<file path="config.mk">
export PLATFORM = sky130hd
export DESIGN_NAME = virtq_descriptor_chain_manager
export DESIGN_NICKNAME = d
export VERILOG_FILES = /design/src/sv/vdcm_pkg.sv /design/src/sv/vdcm_ctrl.sv /design/src/sv/vdcm_dpath.sv /design/src/sv/virtq_descriptor_chain_manager.sv
export SDC_FILE = /design/constraint.sdc
export NUM_CORES = 1
export LEC_CHECK = 0
export BUFFER_PORTS_ARGS = -buffer_cell sky130_fd_sc_hd__buf_2
export CORE_AREA = 5 5 120 179
export DETAILED_ROUTE_END_ITERATION = 6
export DIE_AREA = 0 0 125 184
export GPL_TIMING_DRIVEN = 0
export SLEW_MARGIN = 25
export SYNTH_ARGS = -nofsm -noshare
export SYNTH_HDL_FRONTEND = slang
export SYNTH_HIERARCHICAL = 1
export SYNTH_SLANG_ARGS = --single-unit
</file>
<file path="constraint.sdc">
create_clock -name clk -period 3.8 [get_ports clk]
set_clock_uncertainty 0.05 [all_clocks]
set_input_delay 0.76 -clock clk [delete_from_list [all_inputs] [get_ports clk]]
set_output_delay 0.76 -clock clk [all_outputs]
set_load 0.005 [all_outputs]
</file>
<file path="src/sv/vdcm_pkg.sv">
// Shared constants, codes and control types for the descriptor chain manager.
package vdcm_pkg;

	localparam int DESC_COUNT        = 8;
	localparam int IDX_W             = $clog2(DESC_COUNT);
	localparam int HEAD_W            = 4;
	localparam int SECTORS_PER_BLOCK = 2;
	localparam int BLOCK_W           = 32;
	localparam int SECTOR_W          = 33;
	localparam int AVAIL_W           = 16;
	localparam int FREED_W           = 4;

	localparam logic OP_SUBMIT  = 1'b0;
	localparam logic OP_RELEASE = 1'b1;

	typedef enum logic [1:0] {
		ERR_OK          = 2'd0,
		ERR_NO_DESC     = 2'd1,
		ERR_RANGE       = 2'd2,
		ERR_DOUBLE_FREE = 2'd3
	} err_t;

	typedef enum logic [1:0] {
		S_IDLE,
		S_SUB,
		S_WALK
	} state_t;

	typedef struct packed {
		logic load;
		logic sub_go;
		logic walk_go;
	} cmd_t;

	typedef struct packed {
		logic walk_last;
	} status_t;

endpackage

</file>
<file path="src/sv/vdcm_ctrl.sv">
// Controller state machine: input handshake, sequencing and result valid.
module vdcm_ctrl import vdcm_pkg::*; (
	input  logic    clk,
	input  logic    arst_n,
	input  logic    in_valid,
	output logic    in_stall,
	input  logic    opcode,
	output logic    out_valid,
	input  logic    out_stall,
	output cmd_t    cmd,
	input  status_t status
);

	state_t state_q, state_d;
	logic   out_valid_q, out_valid_d;
	logic   accept, out_free;

	always_ff @(posedge clk or negedge arst_n) begin
		if (!arst_n) begin
			state_q     <= S_IDLE;
			out_valid_q <= 1'b0;
		end else begin
			state_q     <= state_d;
			out_valid_q <= out_valid_d;
		end
	end

	always_comb begin
		in_stall    = (state_q != S_IDLE);
		accept      = in_valid && !in_stall;
		// The result register can take a new result when empty or being drained.
		out_free    = !out_valid_q || !out_stall;
		cmd.load    = accept;
		cmd.sub_go  = 1'b0;
		cmd.walk_go = 1'b0;
		state_d     = state_q;
		case (state_q)
			S_IDLE: begin
				if (accept) begin
					state_d = (opcode == OP_RELEASE) ? S_WALK : S_SUB;
				end
			end
			S_SUB: begin
				if (out_free) begin
					cmd.sub_go = 1'b1;
					state_d    = S_IDLE;
				end
			end
			S_WALK: begin
				if (out_free) begin
					cmd.walk_go = 1'b1;
					if (status.walk_last) begin
						state_d = S_IDLE;
					end
				end
			end
			default: state_d = S_IDLE;
		endcase

		if (cmd.sub_go || (cmd.walk_go && status.walk_last)) begin
			out_valid_d = 1'b1;
		end else if (!out_stall) begin
			out_valid_d = 1'b0;
		end else begin
			out_valid_d = out_valid_q;
		end
	end

	assign out_valid = out_valid_q;

endmodule

</file>
<file path="src/sv/vdcm_dpath.sv">
// Datapath: descriptor table, free map, available index and result register.
module vdcm_dpath import vdcm_pkg::*; (
	input  logic                clk,
	input  logic                arst_n,
	input  cmd_t                cmd,
	output status_t             status,
	input  logic [HEAD_W-1:0]   head_index,
	input  logic                write_request,
	input  logic [BLOCK_W-1:0]  block_number,
	output logic [1:0]          error_code,
	output logic [IDX_W-1:0]    head_out,
	output logic [IDX_W-1:0]    data_out,
	output logic [IDX_W-1:0]    status_out,
	output logic [IDX_W-1:0]    ring_slot,
	output logic [AVAIL_W-1:0]  avail_count,
	output logic [SECTOR_W-1:0] sector,
	output logic                req_type,
	output logic [FREED_W-1:0]  freed_count
);

	// Returns {found, index} of the lowest set bit.
	function automatic logic [IDX_W:0] find_low(input logic [DESC_COUNT-1:0] m);
		logic [IDX_W:0] r;
		r = '0;
		for (int i = DESC_COUNT - 1; i >= 0; i--) begin
			if (m[i]) begin
				r = {1'b1, IDX_W'(i)};
			end
		end
		return r;
	endfunction

	logic [DESC_COUNT-1:0] free_map_q;
	logic [AVAIL_W-1:0]    avail_q;
	logic [IDX_W-1:0]      next_link_q [DESC_COUNT];
	logic                  has_next_q  [DESC_COUNT];

	logic [HEAD_W-1:0]     cur_q;
	logic [FREED_W-1:0]    freed_q;
	logic                  wr_q;
	logic [BLOCK_W-1:0]    blk_q;

	logic [1:0]            err_r_q;
	logic [IDX_W-1:0]      head_r_q, data_r_q, stat_r_q, slot_r_q;
	logic [AVAIL_W-1:0]    avail_r_q;
	logic [SECTOR_W-1:0]   sector_r_q;
	logic                  type_r_q;
	logic [FREED_W-1:0]    freed_r_q;

	logic [IDX_W:0]        f0, f1, f2;
	logic [DESC_COUNT-1:0] m1, m2;
	logic                  enough;
	logic [IDX_W-1:0]      cur_idx;
	logic                  cur_range_err, cur_dbl_err;
	logic [1:0]            walk_err;
	logic                  walk_free;

	always_comb begin
		f0     = find_low(free_map_q);
		m1     = free_map_q & ~(DESC_COUNT'(1) << f0[IDX_W-1:0]);
		f1     = find_low(m1);
		m2     = m1 & ~(DESC_COUNT'(1) << f1[IDX_W-1:0]);
		f2     = find_low(m2);
		enough = f0[IDX_W] && f1[IDX_W] && f2[IDX_W];

		cur_idx       = cur_q[IDX_W-1:0];
		cur_range_err = (cur_q >= HEAD_W'(DESC_COUNT));
		cur_dbl_err   = !cur_range_err && free_map_q[cur_idx];
		walk_free     = !cur_range_err && !cur_dbl_err;
		if (cur_range_err) begin
			walk_err = ERR_RANGE;
		end else if (cur_dbl_err) begin
			walk_err = ERR_DOUBLE_FREE;
		end else begin
			walk_err = ERR_OK;
		end
		// The walk ends on an error or at a descriptor without a next link.
		status.walk_last = !walk_free || !has_next_q[cur_idx];
	end

	always_ff @(posedge clk or negedge arst_n) begin
		if (!arst_n) begin
			free_map_q <= '1;
			avail_q    <= '0;
		end else if (cmd.sub_go && enough) begin
			free_map_q <= m2 & ~(DESC_COUNT'(1) << f2[IDX_W-1:0]);
			avail_q    <= avail_q + AVAIL_W'(1);
		end else if (cmd.walk_go && walk_free) begin
			free_map_q[cur_idx] <= 1'b1;
		end
	end

	always_ff @(posedge clk) begin
		if (cmd.sub_go && enough) begin
			has_next_q[f0[IDX_W-1:0]]  <= 1'b1;
			next_link_q[f0[IDX_W-1:0]] <= f1[IDX_W-1:0];
			has_next_q[f1[IDX_W-1:0]]  <= 1'b1;
			next_link_q[f1[IDX_W-1:0]] <= f2[IDX_W-1:0];
			has_next_q[f2[IDX_W-1:0]]  <= 1'b0;
			next_link_q[f2[IDX_W-1:0]] <= '0;
		end else if (cmd.walk_go && walk_free) begin
			has_next_q[cur_idx]  <= 1'b0;
			next_link_q[cur_idx] <= '0;
		end
	end

	always_ff @(posedge clk) begin
		if (cmd.load) begin
			cur_q   <= head_index;
			freed_q <= '0;
			wr_q    <= write_request;
			blk_q   <= block_number;
		end else if (cmd.walk_go && walk_free) begin
			cur_q   <= {1'b0, next_link_q[cur_idx]};
			freed_q <= freed_q + FREED_W'(1);
		end
	end

	always_ff @(posedge clk) begin
		if (cmd.sub_go) begin
			err_r_q    <= enough ? ERR_OK : ERR_NO_DESC;
			head_r_q   <= enough ? f0[IDX_W-1:0] : '0;
			data_r_q   <= enough ? f1[IDX_W-1:0] : '0;
			stat_r_q   <= enough ? f2[IDX_W-1:0] : '0;
			slot_r_q   <= enough ? avail_q[IDX_W-1:0] : '0;
			avail_r_q  <= enough ? avail_q + AVAIL_W'(1) : '0;
			sector_r_q <= enough ? SECTOR_W'(blk_q) * SECTOR_W'(SECTORS_PER_BLOCK) : '0;
			type_r_q   <= enough ? wr_q : 1'b0;
			freed_r_q  <= '0;
		end else if (cmd.walk_go && status.walk_last) begin
			err_r_q    <= walk_err;
			head_r_q   <= '0;
			data_r_q   <= '0;
			stat_r_q   <= '0;
			slot_r_q   <= '0;
			avail_r_q  <= '0;
			sector_r_q <= '0;
			type_r_q   <= 1'b0;
			freed_r_q  <= walk_free ? freed_q + FREED_W'(1) : freed_q;
		end
	end

	assign error_code  = err_r_q;
	assign head_out    = head_r_q;
	assign data_out    = data_r_q;
	assign status_out  = stat_r_q;
	assign ring_slot   = slot_r_q;
	assign avail_count = avail_r_q;
	assign sector      = sector_r_q;
	assign req_type    = type_r_q;
	assign freed_count = freed_r_q;

endmodule

</file>
<file path="src/sv/virtq_descriptor_chain_manager.sv">
// Top level of the split-queue descriptor chain manager.
// Each transfer in produces exactly one result transfer. A submit claims the three
// lowest free descriptors together, if three are free, and writes its result register
// in the submit state once that register is free; a release walks the chain one
// descriptor per cycle while the result register is free. The block takes one item
// at a time; a new item is taken as soon as the previous one has written its result
// register, even if that result has not yet been transferred out.
module virtq_descriptor_chain_manager import vdcm_pkg::*; (
	input  logic                clk,
	input  logic                arst_n,
	input  logic                in_valid,
	output logic                in_stall,
	input  logic                opcode,
	input  logic [HEAD_W-1:0]   head_index,
	input  logic                write_request,
	input  logic [BLOCK_W-1:0]  block_number,
	output logic                out_valid,
	input  logic                out_stall,
	output logic [1:0]          error_code,
	output logic [IDX_W-1:0]    head_out,
	output logic [IDX_W-1:0]    data_out,
	output logic [IDX_W-1:0]    status_out,
	output logic [IDX_W-1:0]    ring_slot,
	output logic [AVAIL_W-1:0]  avail_count,
	output logic [SECTOR_W-1:0] sector,
	output logic                req_type,
	output logic [FREED_W-1:0]  freed_count
);

	cmd_t    cmd;
	status_t status;

	vdcm_ctrl u_ctrl (
		.clk       (clk),
		.arst_n    (arst_n),
		.in_valid  (in_valid),
		.in_stall  (in_stall),
		.opcode    (opcode),
		.out_valid (out_valid),
		.out_stall (out_stall),
		.cmd       (cmd),
		.status    (status)
	);

	vdcm_dpath u_dpath (
		.clk           (clk),
		.arst_n        (arst_n),
		.cmd           (cmd),
		.status        (status),
		.head_index    (head_index),
		.write_request (write_request),
		.block_number  (block_number),
		.error_code    (error_code),
		.head_out      (head_out),
		.data_out      (data_out),
		.status_out    (status_out),
		.ring_slot     (ring_slot),
		.avail_count   (avail_count),
		.sector        (sector),
		.req_type      (req_type),
		.freed_count   (freed_count)
	);

endmodule
</file>
==> results.toml <==
[status]
status = "completed"

[critical_path]
critPathRequiredTime_ps = 4070
path_max_fanout = 10
reg2reg_from = "u_dpath/free_map_q[3]$_DFFE_PN1P_"
start_kind = "register"
cp_data_arrival_time_ps = 3920
ff2ff_path_depth = 10
end_kind = "register"
regToRegEndpoint = "u_dpath/next_link_q[0][1]$_SDFFE_PP0P_"
worstSetupPathType = "reg -> reg"
r2r_slack_ps = 150

[global_routing]
grt_pass1_wl_um = 29700
grt-ovfl-total = 0
grt_pass1_vias = 5518
antenna_found_initial = 0
grt_max_degree = 48
grtUsageTotal = 0.163

[die]
initial_utilization = 0.396
die_area_sq_um = 23000
boundaryPins = 112
rows = 63
fp.dieH_um = 184
core_area_sq_um = 19600
fp.dieW_um = 125

[yosys]
yosysTopAreaCell = "edfxtp_1"
synthMuxAreaShare = 0.0541
synth_fa_ha_area_frac = 0.00966
yosysWarnings = 6
yosys_register_bits = 170
synth_compound_area_frac = 0.111
synth_cell_types = 80
syn_nets = 720
yosysMostFrequentCell = "edfxtp_1"
synth_top_area_share = 0.386
synth_xor_area_frac = 0.0394
ys_seq_area_frac = 0.585
synth_cells = 676
ys.flop_type = "edfxtp_1"
synthArstFlopShare = 0.159
synth_top_family_by_area = "simple AND/OR/NAND/NOR gates"
syn_avg_cell_area_sq_um = 11.5
synth_edf_count = 100
synthSimpleGateAreaFrac = 0.173
synthesis.area_sq_um = 7770
synth_area_leaders = "edfxtp_1 (39%), dfxtp_1 (11%), dfrtp_1 (6.1%)"
synth_common_cells = "edfxtp_1 (100), nor2_1 (76), nand2_1 (57)"

[layout]
drive_gt1_frac = 0.242
fill_cells = 1823
multi_input_area_sq_um = 3030
syn_to_final_growth_pct = 19.3
nets = 849
final_cells = 1078
regArea_sq_um = 4550
antenna_cells = 0

[detailed_routing]
drcViolationCount = 0
drt_iter0_drc = 444
vias = 5497
drt-wirelength-per-cell_um = 17.0
drtPass1Iterations = 6
vias_per_cell = 5.10
antenna_left = 0
wl_um = 18300

[timing]
fin_crit_sh = 0.961
setup_viol = 0
maxSlewHeadroom = 0.492
fin_crit_ps = 3650
final_hold_viol_count = 0
worst_pin_slew_ps = 761
fin_hold_ws_ps = 324
rsz0062_at_grt = "no"
final_max_slew_viol_count = 0
finalSetupTns_ps = 0
clock.fmax_mhz = 274

[pwr]
vdd_drop_max_v = 0.000382
power_density_nw_per_um2 = 843
p_leak_uw = 0.00369

[placed_design]
hpwl_um = 13700
dp_cells = 1047
gp_congestion = 0.889
io_buffers = 110

[cts]
cts_max_level = 4
cts_tree = "yes"
cts_hold_buffers = 0
cts_buffer_depth = 2
cts_buffers = 17
cts_root_buf = "clkbuf_16"
clk_latency_ps = 430
postCtsSetupBuffers = 0
clk_pin_slew_ps = 70
clock_sinks = 170

[flow_run]
max_cap_viol_count = 0

[worst_hold_path]
hold_path_class = "in -> async"
[through the flow]
stage	cell area (sq um)	total power (uW)	setup WS [ps]	util
global placement	8650	6070	-164	0.441
finish	9270	7810	148	0.472
detailed placement	8670	6110	125	0.442
floorplan	7770	5030	626	-
CTS	9260	7850	99.9	0.472
global route	9270	8310	3.59	0.472
[critical path, cell delays in order (launching register included)]
cell and delay [ps]:
dfstp_2 550, clkbuf_1 400, maj3_1 260, o21ai_0 110
a21o_1 250, o21a_1 260, a211o_1 350, a21oi_2 450
nor3_1 120, o21ai_2 370, mux2_2 380
[cell families (layout without fill, tap and decap cells)]
family                     after synthesis  after routing
adders and majority gates                7              7
AOI/OAI and AO/OA                      118            118
DFF                                    170            170
muxes                                   27             27
xor gates and xnor gates                35             35
other                                    1              1
and+or+nand+nor                        269            269
buffers and inverters                   49            191
[timing repair]
| action | 4_1_cts | 5_1_grt |
|---|---|---|
| endpoints found under the hold margin | 0 | 0 |
| endpoints found under the setup margin | 0 | 37 |
| resized for setup | 0 | 8 |
[report_power, final]
part	switching [uW]	internal (uW)	total, uW
registers	238	2690	2930
clock network	737	982	1720
logic	1980	1180	3160
total	2960	4850	7810
[registers in the layout, summed over array words and instances (netlist names), 2 cells and up, named ones only]
name,cells
u_dpath/avail_q,16
u_ctrl/state_q,2
u_dpath/freed_q,4
u_dpath/data_out,3
u_dpath/has_next_q,8
u_dpath/status_out,3
u_dpath/avail_count,16
u_dpath/head_out,3
u_dpath/error_code,2
u_dpath/freed_count,4
u_dpath/ring_slot,3
u_dpath/free_map_q,8
u_dpath/sector,32
u_dpath/blk_q,32
u_dpath/next_link_q,24
u_dpath/cur_q,4
[per-layer routing]
layer  vias to the layer above  global-route usage  part of all wire
li1                       2693                   -                 -
met1                      2569               0.180              0.38
met2                       188               0.299              0.54
met3                        47              0.0343             0.051
met4                         0              0.0773             0.035
met5                         -                   0                 0
[cell type report]
type	count	share of cell area
multi-input combinational	457	0.327
timing repair buffer	111	0.0616
clock inverter	14	0.0170
sequential	170	0.491
clock buffer	18	0.0463
inverter	12	0.00486
buffer	36	0.0176
tap	260	0.0351
[cell usage in the layout, fill, tap and decap left out, drive strengths merged, types with 5 or more instances in the layout]
cell,synthesis,routed
mux2i,7,7
inv,12,18
dfxtp,43,43
a311oi,6,6
dfstp,8,8
maj3,5,5
mux4,10,10
nor2b,5,5
xnor2,24,24
nand4,7,7
o21ai,26,26
nor3,11,11
clkbuf,25,45
mux2,10,10
dfrtp,19,19
clkinv,0,5
nand3,22,22
and3,14,14
or2,5,5
a21oi,27,27
o211ai,5,5
nand2b,5,5
buf,12,120
edfxtp,100,100
xor2,11,11
and2,50,50
or3,7,7
nand2,58,58
a21o,10,10
nor2,76,76
[how the worst max path moves through the flow]
stage / slack [ps] / end / start / depth (start not counted)
final: 150 / u_dpath/next_link_q[0][1]$_SDFFE_PP0P_ / u_dpath/free_map_q[3]$_DFFE_PN1P_ / 10
after global placement: -160 / u_dpath/head_out[2]$_SDFFCE_PN0P_ / u_dpath/cur_q[2]$_DFFE_PN_ / 8
after global routing: 4 / u_dpath/next_link_q[0][1]$_SDFFE_PP0P_ / u_dpath/free_map_q[3]$_DFFE_PN1P_ / 10
after CTS: 100 / u_dpath/next_link_q[3][1]$_SDFFE_PP0P_ / u_dpath/cur_q[2]$_DFFE_PN_ / 10
after detailed placement: 130 / u_dpath/avail_count[12]$_SDFFCE_PN0P_ / u_dpath/free_map_q[4]$_DFFE_PN1P_ / 10
after floorplan: 630 / u_dpath/avail_count[0]$_SDFFCE_PN0P_ / u_dpath/cur_q[2]$_DFFE_PN_ / 8
Note: power is estimated with default switching activity, not from simulation.
